File: config.mk
export PLATFORM = sky130hd
export DESIGN_NAME = bounded_double_ended_queue_unit
export DESIGN_NICKNAME = d
export VERILOG_FILES = /design/src/rtl/bdeq_pkg.sv /design/src/rtl/bounded_double_ended_queue_unit.sv /design/src/rtl/bdeq_ram.sv /design/src/rtl/bdeq_out.sv /design/src/rtl/bdeq_ctrl.sv
export SDC_FILE = /design/constraint.sdc
export NUM_CORES = 1
export LEC_CHECK = 0
export ABC_AREA = 1
export BUFFER_PORTS_ARGS = -buffer_cell sky130_fd_sc_hd__buf_2
export CORE_MARGIN = 2
export CORE_UTILIZATION = 33
export DETAILED_ROUTE_END_ITERATION = 8
export PLACE_DENSITY_LB_ADDON = 0.12
export REMOVE_ABC_BUFFERS = 1
export SLEW_MARGIN = 20
export SYNTH_ARGS = -nofsm -noshare
export SYNTH_HDL_FRONTEND = slang
export SYNTH_SLANG_ARGS = --single-unit
File: constraint.sdc
create_clock -name clk -period 3.9 [get_ports clk]
set_input_delay 0.78 -clock clk [delete_from_list [all_inputs] [get_ports clk]]
set_output_delay 0.78 -clock clk [all_outputs]
set_load 0.02 [all_outputs]
File: src/rtl/bdeq_pkg.sv
// ----------------------------------------------------------------------------
// bdeq_pkg
// Shared types and constants for the bounded double-ended queue.
// ----------------------------------------------------------------------------
package bdeq_pkg;

  // Ring geometry
  localparam int DEPTH  = 32;
  localparam int DATA_W = 32;
  localparam int IDX_W  = $clog2(DEPTH);
  localparam int CNT_W  = $clog2(DEPTH + 1);
  localparam int SUM_W  = IDX_W + 1;

  // Command codes
  typedef enum logic [2:0] {
    CMD_PUSH_FRONT = 3'd0,
    CMD_PUSH_BACK  = 3'd1,
    CMD_POP_FRONT  = 3'd2,
    CMD_POP_BACK   = 3'd3,
    CMD_DUMP       = 3'd4
  } cmd_t;

  // Result status codes
  typedef enum logic [2:0] {
    ST_INSERTED = 3'd0,
    ST_REMOVED  = 3'd1,
    ST_DUMPED   = 3'd2,
    ST_EMPTY    = 3'd3,
    ST_FULL     = 3'd4
  } status_t;

  // Sequencer states
  typedef enum logic [1:0] {
    S_IDLE,
    S_POP,
    S_DUMP
  } state_t;

  // One result word handed from the sequencer to the output register
  typedef struct packed {
    logic               valid;
    status_t            status;
    logic signed [DATA_W-1:0] value;
    logic               last;
  } result_t;

endpackage

File: src/rtl/bounded_double_ended_queue_unit.sv
// ----------------------------------------------------------------------------
// bounded_double_ended_queue_unit
// Bounded double-ended queue of signed 32-bit words on a ring buffer held
// in a single synchronous RAM.
// ----------------------------------------------------------------------------
// Commands are taken one at a time. For push front/back, and for any command
// that finds the queue full or empty, the result word is loaded into the
// output register at the accept edge. A pop reads the entry RAM at the accept
// edge; the registered RAM word is then loaded into the output register. A
// dump reads the front entry to start, then gives one dumped word per cycle
// while the output register is free, the final word flagged by last.
// Undefined command codes are taken and dropped with no result. Stall on the
// output side pauses the sequencer; a finished word waits in the output
// register while the next command is taken whenever that register is being
// drained. No clearing pass is run after reset.
// ----------------------------------------------------------------------------
module bounded_double_ended_queue_unit (
  input  logic                               clk,
  input  logic                               rst,
  input  logic                               in_valid,
  output logic                               in_stall,
  input  logic [2:0]                         command,
  input  logic signed [bdeq_pkg::DATA_W-1:0] value,
  output logic                               out_valid,
  input  logic                               out_stall,
  output logic [2:0]                         status,
  output logic signed [bdeq_pkg::DATA_W-1:0] result_value,
  output logic                               last
);

  import bdeq_pkg::*;

  result_t           res;
  logic              out_free;
  logic              wr_en, rd_en;
  logic [IDX_W-1:0]  wr_addr, rd_addr;
  logic [DATA_W-1:0] wr_data, rd_data;

  // Command sequencer
  bdeq_ctrl u_ctrl (
    .clk      (clk),
    .rst      (rst),
    .in_valid (in_valid),
    .in_stall (in_stall),
    .command  (command),
    .value    (value),
    .out_free (out_free),
    .res      (res),
    .wr_en    (wr_en),
    .wr_addr  (wr_addr),
    .wr_data  (wr_data),
    .rd_en    (rd_en),
    .rd_addr  (rd_addr),
    .rd_data  (rd_data)
  );

  // Entry store
  bdeq_ram #(
    .DEPTH (DEPTH),
    .WIDTH (DATA_W)
  ) u_ram (
    .clk     (clk),
    .wr_en   (wr_en),
    .wr_addr (wr_addr),
    .wr_data (wr_data),
    .rd_en   (rd_en),
    .rd_addr (rd_addr),
    .rd_data (rd_data)
  );

  // Result word register
  bdeq_out u_out (
    .clk          (clk),
    .rst          (rst),
    .res          (res),
    .out_free     (out_free),
    .out_valid    (out_valid),
    .out_stall    (out_stall),
    .status       (status),
    .result_value (result_value),
    .last         (last)
  );

endmodule

File: src/rtl/bdeq_ram.sv
// ----------------------------------------------------------------------------
// bdeq_ram
// Simple dual-port synchronous RAM: one write port, one read port with a
// registered read word. The read word holds while rd_en is low.
// ----------------------------------------------------------------------------
module bdeq_ram #(
  parameter int DEPTH = 32,
  parameter int WIDTH = 32
) (
  input  logic                     clk,
  input  logic                     wr_en,
  input  logic [$clog2(DEPTH)-1:0] wr_addr,
  input  logic [WIDTH-1:0]         wr_data,
  input  logic                     rd_en,
  input  logic [$clog2(DEPTH)-1:0] rd_addr,
  output logic [WIDTH-1:0]         rd_data
);

  logic [WIDTH-1:0] mem [DEPTH];

  // Write port
  always_ff @(posedge clk) begin
    if (wr_en) begin
      mem[wr_addr] <= wr_data;
    end
  end

  // Registered read port
  always_ff @(posedge clk) begin
    if (rd_en) begin
      rd_data <= mem[rd_addr];
    end
  end

endmodule

File: src/rtl/bdeq_out.sv
// ----------------------------------------------------------------------------
// bdeq_out
// Output register: holds one result word until the consumer takes it and
// tells the sequencer when a new word can be loaded.
// ----------------------------------------------------------------------------
module bdeq_out (
  input  logic                           clk,
  input  logic                           rst,
  input  bdeq_pkg::result_t              res,
  output logic                           out_free,
  output logic                           out_valid,
  input  logic                           out_stall,
  output logic [2:0]                     status,
  output logic signed [bdeq_pkg::DATA_W-1:0] result_value,
  output logic                           last
);

  import bdeq_pkg::*;

  // Slot is free when empty or being drained this cycle
  assign out_free = !out_valid || !out_stall;

  // Valid flag
  always_ff @(posedge clk) begin
    if (rst) begin
      out_valid <= 1'b0;
    end else if (out_free) begin
      out_valid <= res.valid;
    end
  end

  // Payload, no reset
  always_ff @(posedge clk) begin
    if (out_free && res.valid) begin
      status       <= res.status;
      result_value <= res.value;
      last         <= res.last;
    end
  end

endmodule

File: src/rtl/bdeq_ctrl.sv
// ----------------------------------------------------------------------------
// bdeq_ctrl
// Sequencer: keeps front index and fill count, decodes commands, drives the
// entry RAM and builds result words for the output register.
// ----------------------------------------------------------------------------
module bdeq_ctrl (
  input  logic                               clk,
  input  logic                               rst,
  input  logic                               in_valid,
  output logic                               in_stall,
  input  logic [2:0]                         command,
  input  logic signed [bdeq_pkg::DATA_W-1:0] value,
  input  logic                               out_free,
  output bdeq_pkg::result_t                  res,
  output logic                               wr_en,
  output logic [bdeq_pkg::IDX_W-1:0]         wr_addr,
  output logic [bdeq_pkg::DATA_W-1:0]        wr_data,
  output logic                               rd_en,
  output logic [bdeq_pkg::IDX_W-1:0]         rd_addr,
  input  logic [bdeq_pkg::DATA_W-1:0]        rd_data
);

  import bdeq_pkg::*;

  state_t            state, state_next;
  logic [IDX_W-1:0]  front;
  logic [CNT_W-1:0]  count;
  logic [IDX_W-1:0]  idx;

  logic              accept;
  logic              full, empty;
  logic              dump_last;
  logic [IDX_W-1:0]  front_dec, front_inc;
  logic [IDX_W-1:0]  back_push, back_pop;

  // Ring position, wrapped by one compare and subtract
  function automatic logic [IDX_W-1:0] ring_pos(input logic [IDX_W-1:0] base,
                                                input logic [IDX_W-1:0] off);
    logic [SUM_W-1:0] sum;
    sum = {1'b0, base} + {1'b0, off};
    if (sum >= SUM_W'(DEPTH)) begin
      sum = sum - SUM_W'(DEPTH);
    end
    return sum[IDX_W-1:0];
  endfunction

  // Status and ring positions
  assign full      = (count == CNT_W'(DEPTH));
  assign empty     = (count == '0);
  assign front_dec = (front == '0) ? IDX_W'(DEPTH - 1) : front - IDX_W'(1);
  assign front_inc = ring_pos(front, IDX_W'(1));
  assign back_push = ring_pos(front, count[IDX_W-1:0]);
  assign back_pop  = ring_pos(front, count[IDX_W-1:0] - IDX_W'(1));
  assign dump_last = (CNT_W'(idx) == count - CNT_W'(1));

  // New command only when idle and the output slot can take a word
  assign in_stall = !((state == S_IDLE) && out_free);
  assign accept   = in_valid && !in_stall;

  // Next state
  always_comb begin
    state_next = state;
    case (state)
      S_IDLE: begin
        if (accept && !empty) begin
          if (command == CMD_POP_FRONT || command == CMD_POP_BACK) begin
            state_next = S_POP;
          end else if (command == CMD_DUMP) begin
            state_next = S_DUMP;
          end
        end
      end
      S_POP: begin
        if (out_free) begin
          state_next = S_IDLE;
        end
      end
      S_DUMP: begin
        if (out_free && dump_last) begin
          state_next = S_IDLE;
        end
      end
      default: state_next = S_IDLE;
    endcase
  end

  // Outputs: RAM access and result word
  always_comb begin
    wr_en   = 1'b0;
    wr_addr = front_dec;
    wr_data = value;
    rd_en   = 1'b0;
    rd_addr = front;
    res     = '{valid: 1'b0, status: ST_INSERTED, value: '0, last: 1'b1};
    case (state)
      S_IDLE: begin
        if (accept) begin
          case (command)
            CMD_PUSH_FRONT, CMD_PUSH_BACK: begin
              if (full) begin
                res = '{valid: 1'b1, status: ST_FULL, value: value, last: 1'b1};
              end else begin
                wr_en   = 1'b1;
                wr_addr = (command == CMD_PUSH_FRONT) ? front_dec : back_push;
                res = '{valid: 1'b1, status: ST_INSERTED, value: value, last: 1'b1};
              end
            end
            CMD_POP_FRONT, CMD_POP_BACK, CMD_DUMP: begin
              if (empty) begin
                res = '{valid: 1'b1, status: ST_EMPTY, value: '0, last: 1'b1};
              end else begin
                rd_en   = 1'b1;
                rd_addr = (command == CMD_POP_BACK) ? back_pop : front;
              end
            end
            default: ;  // undefined codes give nothing
          endcase
        end
      end
      S_POP: begin
        if (out_free) begin
          res = '{valid: 1'b1, status: ST_REMOVED, value: rd_data, last: 1'b1};
        end
      end
      S_DUMP: begin
        if (out_free) begin
          res = '{valid: 1'b1, status: ST_DUMPED, value: rd_data, last: dump_last};
          if (!dump_last) begin
            rd_en   = 1'b1;
            rd_addr = ring_pos(front, idx + IDX_W'(1));
          end
        end
      end
      default: ;
    endcase
  end

  // State register
  always_ff @(posedge clk) begin
    if (rst) begin
      state <= S_IDLE;
    end else begin
      state <= state_next;
    end
  end

  // Ring pointers and dump walk index
  always_ff @(posedge clk) begin
    if (rst) begin
      front <= '0;
      count <= '0;
      idx   <= '0;
    end else begin
      if (accept) begin
        case (command)
          CMD_PUSH_FRONT: begin
            if (!full) begin
              front <= front_dec;
              count <= count + CNT_W'(1);
            end
          end
          CMD_PUSH_BACK: begin
            if (!full) begin
              count <= count + CNT_W'(1);
            end
          end
          CMD_POP_FRONT: begin
            if (!empty) begin
              front <= front_inc;
              count <= count - CNT_W'(1);
            end
          end
          CMD_POP_BACK: begin
            if (!empty) begin
              count <= count - CNT_W'(1);
            end
          end
          CMD_DUMP: idx <= '0;
          default: ;
        endcase
      end else if (state == S_DUMP && out_free && !dump_last) begin
        idx <= idx + IDX_W'(1);
      end
    end
  end

endmodule

==> results of run 1 <==
[stage by stage]
step           instances  utilization  setup TNS, ns  hold slack (ns)
2_1_floorplan       4360            -       -1531.05           0.4472
3_3_place_gp        6642       0.3623              0           0.4888
3_5_place_dp        6642       0.3623              0           0.4883
4_1_cts             6863       0.3896              0           0.3035
5_1_grt             6863       0.3897       -0.04623           0.3356
6_report            6865       0.3897              0           0.3800
[how the worst max path moves through the flow]
stage                                    to  slack [ns]
after floorplan            u_ram.rd_data[0]      -12.27
after global placement      u_ram.mem[8][4]        0.08
after detailed placement    u_ram.mem[0][4]        0.18
after CTS                 u_ram.rd_data[11]        0.12
after global routing      u_ram.rd_data[14]       -0.05
final                      u_ram.mem[1][14]        0.17
[cell type report]
cell class / count / share of cell area
clock inverter: 62 / 0.01120
tap: 2016 / 0.04332
timing repair buffer: 266 / 0.05716
multi-input combinational: 2643 / 0.2204
clock buffer: 159 / 0.05883
sequential: 1111 / 0.5697
antenna: 2 / 0.00008595
inverter: 606 / 0.03926
[flip-flops by register name (all words and copies together) (netlist names)]
signal and count:
u_ctrl.count 6, u_ctrl.front 5, u_ctrl.idx 5, u_ctrl.state 2
u_out.last 1, u_out.out_valid 1, u_out.result_value 32, u_out.status 3
u_ram.mem 1024, u_ram.rd_data 32
[synth_stat cells (all sizes together)]
library cell,n
ha,17
a41oi,1
xnor2,3
a21oi,42
nand2,1131
dfxtp,19
inv,604
fa,3
nand3,1131
nor4,1
o211ai,1
a211oi,6
clkbuf,77
edfxtp,1092
a32o,1
xor2,13
nor3,6
o21ai,43
a31oi,3
or2,5
nand3b,160
nor2,71
nand4,3
buf,211
o22ai,1
a221oi,1
clkinv,2
[power by group]
group	total (mW)	switching, mW	internal, mW
combinational	20.9	14.6	6.32
clock	11.9	5.01	6.91
sequential	14.1	0.203	13.9
[per-layer routing]
layer | global-route usage | part of all wire | vias up
li1 | - | - | 15990
met1 | 0.3119 | 0.46 | 17300
met2 | 0.3446 | 0.47 | 1030
met3 | 0.03374 | 0.056 | 181
met4 | 0.04472 | 0.016 | 2
met5 | 0 | 0.000060 | -
[critical path, delay by kind of cell (launching register included)]
kind                     cells  cell delay (ns)
adder cells (fa/ha/maj)      1             0.33
AND/OR/NAND/NOR              7             1.48
buffers and inverters        3             0.75
flip-flops                   1             0.60
AO/OA/AOI/OAI                1             0.17
[logic make-up (layout without fill, tap and decap cells)]
kind of cell             Yosys count  count (layout)  synth area share
XOR/XNOR                          16              16          0.002829
buffers and inverters            894            1093           0.07821
other                              0               2                 0
AO/OA/AOI/OAI                     99              99           0.01094
AND/OR/NAND/NOR                 2508            2508            0.2330
adder cells (fa/ha/maj)           20              20          0.005505
flip-flops                      1111            1111            0.6695
==> flow_summary_export.csv, run 1 <==
group,metric,value,unit
layout,final_cell_mix,"nand3_1 (1125), nand2_1 (1124), edfxtp_1 (1092)",
clock_tree,cts_tree,"built",
global_routing,grt_pass1_vias,33080,
clock_tree,postCtsHoldBufs,0,
setup_path,regToRegSetupSlack,0.17,ns
drt,num_vias,34500,
timing,report.final.slew_viol_count,0,
timing,finClkSkew,0.04019,ns
setup_path,crit_path_start,"u_ctrl.front[0]",
placed_design,portBuffers,76,
setup_path,worst_r2r_path_depth,12,
timing,tightest_slew,1.051,ns
clock_tree,cts-resized-gates,0,
clock_tree,cts_sinks,1111,
setup_path,cp_max_fo,22,
clock_tree,post_cts_buffers,0,
synthesis,ys_seq_area_frac,0.6695,
synthesis,syn_area_per_cell,10.66,µm²
pwr,powerDensity,807.2,nW/µm²
setup_path,startpoint_type,"flip-flop",
setup_path,crit_type,"flip-flop to flip-flop",
layout,fill_cells,14520,
layout,post_route_cells_drive_above_1_share,0.1058,
clock_tree,cts_made_buffers,130,
layout,final_common_cell,"nand3_1",
clock_tree,clk_pin_slew,0.06,ns
floorplanning,core_area,149400,µm²
floorplanning,initial_core_util,0.3316,
pwr,vdd_drop_max,0.6770,mV
pwr,cellLeakagePower,23.00,nW
placed_design,dp_slack,0.1755,ns
global_routing,antenna_found_initial,6,
synthesis,yosysTopAreaCell,"edfxtp_1",
setup_path,critPathMaxStageDelay,0.60,ns
setup_path,cp_data_arrival_time,4.16,ns
clock_tree,root_buffer,"clkbuf_16",
run_status,status,"finished clean",
drt,drc,0,
setup_path,cp_slowest_cell,"dfxtp_1",
floorplanning,die_x,391.5,µm
layout,fin_nets,4817,
timing,fmax,0.2683,GHz
timing,post-route-period-util,0.9558,
timing,max-slew-margin-rel,0.2977,
layout,seqCellArea,33170,µm²
global_routing,grt_max_degree,114,
setup_path,worstPathCellList,"clkinv_1 > ha_1 > nand3_1 > nor2_1 > nor3_1 > nand2_1 > o21ai_1 > inv_1 > nor2_1 > nand2_1 > nor2_4 > buf_12",
setup_path,worst_setup_path_end_kind,"flip-flop",
global_routing,grt_usage,0.2165,
timing,final_hold_viol_count,0,
synthesis,synth_seq_cells,1111,
hold_path,whs_path_depth,2,
flow_run,maxCapViolations,0,
layout,multi_input_area,12840,µm²
layout,syn_to_final_growth,17.53,%
drt,firstDrtPassIters,5,
setup_path,worstReg2RegEnd,"u_ram.mem[1][14]",
hold_path,hold_path_end,"u_ctrl.idx[1]",
drt,wl_per_cell,24.23,µm
placed_design,dp_hpwl,92140,µm
hold_path,min_from,"rst",
drt,drt_iter0_drc,3339,
synthesis,synthesis.area,49540,µm²
floorplanning,ios,77,
drt,ant_nets,0,
global_routing,gr-total-overflow,0,
timing,setup_viol,0,
pwr,finalPower,47.00,mW
floorplanning,dieArea,153200,µm²
clock_tree,insertion_delay,0.78,ns
layout,fin_area,58230,µm²
floorplanning,dieHeight,391.5,µm
synthesis,synthesis.instances,4648,
placed_design,dpl_cell_area,54130,µm²
clock_tree,clock_path_buffers,3,
synthesis,synth_area_leaders,"edfxtp_1 (66%), nand3_1 (11%), nand2_1 (8.5%), inv_1 (4.5%), nand3b_1 (2.4%)",
floorplanning,num_rows,142,
timing,finalCriticalPeriod,3.728,ns
setup_path,timing.rr.start,"u_ctrl.front[0]",
synthesis,synth.distinct_cells,42,
synthesis,yosys.area.top_type_share,0.6619,
drt,viasPerCell,5.026,
hold_path,hold_path_class,"primary input to flip-flop",
clock_tree,htreeDepth,4,
setup_path,critPathRequiredTime,4.33,ns
global_routing,grt_first_pass_wirelength,240500,µm
timing,grt_setup_unrepaired,"yes",
drt,drt_wl_total,166400,µm
synthesis,ys.warnings.count,0,
placed_design,globalplace.congestion,0.7679,
timing,setup_slack,0.1725,ns
(Power assumes the default switching activity.)
==> run 2: changes to the inputs <==
--- a/config.mk
+++ b/config.mk
@@ -7,6 +7,8 @@
 export LEC_CHECK = 0
 export ABC_AREA = 1
 export BUFFER_PORTS_ARGS = -buffer_cell sky130_fd_sc_hd__buf_2
+export CELL_PAD_IN_SITES_DETAIL_PLACEMENT = 1
+export CELL_PAD_IN_SITES_GLOBAL_PLACEMENT = 2
 export CORE_MARGIN = 2
 export CORE_UTILIZATION = 33
 export DETAILED_ROUTE_END_ITERATION = 8
==> run 2 against run 1 <==
  * Via count is 1.4% higher
  * Power is 1.6% higher
  * Flip-flop and latch count stayed put
  * Wire length is 7.9% higher
  * Clock power hardly changed
  * Sequential power hardly changed
  * Cell count is 0.61% higher
  * Core utilization is 0.098 points higher
  * Fmax is 1.4% higher
  * Register-to-register slack better by 0.05 ns
  * Critical endpoint is now u_ram.rd_data[29]
  * Largest cell class unchanged
  * Largest power group unchanged
==> flow_summary_export.csv, run 2 (synthesis gave the netlist of run 1 again) <==
group,metric,value,unit
timing,post-route-period-util,0.9424,
layout,syn_to_final_growth,17.82,%
timing,tightest_slew,0.9289,ns
drt,firstDrtPassIters,5,
timing,setup_viol,0,
setup_path,startpoint_type,"flip-flop",
layout,largest_register_ff_count,1024,
floorplanning,num_rows,142,
placed_design,dp_hpwl,101800,µm
layout,final_cell_mix,"nand3_1 (1125), nand2_1 (1124), edfxtp_1 (1092)",
layout,fin_util,0.3907,
clock_tree,root_buffer,"clkbuf_16",
drt,drt_iter0_drc,2439,
drt,num_vias,34990,
setup_path,cp_max_fo,32,
timing,finClkSkew,0.02103,ns
floorplanning,initial_core_util,0.3316,
global_routing,grt_max_degree,109,
timing,final_hold_viol_count,0,
run_status,status,"finished clean",
pwr,powerDensity,818.2,nW/µm²
drt,drc,0,
floorplanning,core_area,149400,µm²
global_routing,grt_usage,0.2353,
placed_design,portBuffers,76,
pwr,finalPower,47.76,mW
timing,whs,0.3861,ns
clock_tree,cts_made_buffers,136,
global_routing,grt_pass1_vias,35270,
timing,grt_setup_unrepaired,"no",
timing,report.final.slew_viol_count,0,
pwr,power_frac_comb,0.450,
clock_tree,htreeDepth,4,
drt,wl_per_cell,25.98,µm
layout,reg_top3,"u_ram.mem (1024), u_out.result_value (32), u_ram.rd_data (32)",
drt,viasPerCell,5.066,
timing,setup_slack,0.2248,ns
layout,fin_nets,4850,
drt,drt_wl_total,179500,µm
drt,ant_nets,0,
floorplanning,ios,77,
timing,max-slew-margin-rel,0.3807,
placed_design,dpl_cell_area,54190,µm²
layout,fin_area,58370,µm²
pwr,cellLeakagePower,23.15,nW
clock_tree,cts_sinks,1111,
placed_design,globalplace.congestion,0.7565,
clock_tree,clk_pin_slew,0.06,ns
layout,regMostFlops,"u_ram.mem",
pwr,switching_power,20.33,mW
global_routing,gr-total-overflow,0,
placed_design,dp_slack,0.004349,ns
global_routing,antenna_found_initial,4,
layout,final_common_cell,"nand3_1",
clock_tree,clock_path_buffers,3,
floorplanning,dieArea,153200,µm²
setup_path,cp_data_arrival_time,4.30,ns
layout,post_route_cells_drive_above_1_share,0.1104,
clock_tree,postCtsHoldBufs,0,
setup_path,crit_type,"flip-flop to flip-flop",
setup_path,critPathRequiredTime,4.53,ns
floorplanning,die_x,391.5,µm
setup_path,worst_setup_path_end_kind,"flip-flop",
clock_tree,insertion_delay,0.77,ns
pwr,swShare,0.4257,
clock_tree,cts_tree,"built",
timing,fmax,0.2721,GHz
pwr,p_int,27.43,mW
pwr,share_seq_of_total_power,0.297,
timing,finalCriticalPeriod,3.675,ns
flow_run,maxCapViolations,0,
floorplanning,dieHeight,391.5,µm
hold_path,hold_path_class,"primary input to flip-flop",
pwr,vdd_drop_max,0.6846,mV
pwr,p_clk_frac,0.253,
global_routing,grt_first_pass_wirelength,260200,µm
==> run 2: area by class of cell <==
type	count	area (µm²)
diodes	1	2.502
clock buffers	172	3655
clock inverters	65	490.5
fillers	16180	91050
inverters	606	2286
multi-input cells	2643	12830
flip-flops and latches	1111	33170
well taps	2016	2522
repair buffers	293	3415
==> run 2: routing by layer <==
layer	vias to the layer above	routed length [µm]	track usage	part of all wire
li1	16070	-	-	-
met1	18080	83740	0.3311	0.47
met2	653	85740	0.3876	0.48
met3	182	6703	0.02731	0.037
met4	0	3270	0.05462	0.018
met5	-	0	0	0
==> run 2: power groups by stage <==
stage | Combinational, mW | Sequential (mW) | Clock, mW
final | 21.5 | 14.2 | 12.1
after floorplan | 10.6 | 14.6 | 0
after detailed placement | 21.7 | 14.4 | 0
after global routing | 23.7 | 14.2 | 12.8
after CTS | 21.8 | 14.2 | 12.4
after global placement | 21.7 | 14.4 | 0
==> run 2: worst paths after layout <==
check | start | to | slack (ns) | cells after the start
worst max-delay path | u_ctrl.idx[1] | u_ram.rd_data[29] | 0.22 | 12
worst min register to register | u_ctrl.idx[4] | u_ctrl.idx[4] | 0.52 | 2
worst min-delay path | value[29] | u_ram.mem[28][29] | 0.39 | 1
worst max register to register | u_ctrl.idx[1] | u_ram.rd_data[29] | 0.22 | 12
==> run 2: metrics by stage <==
stage | setup TNS (ns) | std cells
after floorplan | -1531.05 | 4360
after global placement | -0.5942 | 6665
after detailed placement | 0 | 6665
after CTS | 0 | 6902
after global routing | 0 | 6907
final | 0 | 6907
==> run 2: critical path, cell delays in order (launching register included) <==
cell and delay, ns:
dfxtp_1 0.36, ha_1 0.34, inv_1 0.06, fa_1 0.38, or2_2 0.32, nand2_1 0.07
a21oi_1 0.07, xor2_1 0.15, o22ai_1 0.41, xor2_4 0.19, buf_4 0.72, nand2_1 0.25
nand2_1 0.14
==> run 2: repair_timing <==
action / 4_1_cts / 5_1_grt
setup endpoints to repair: 0 / 7
resized for setup: 0 / 2
buffers inserted: 0 / 4
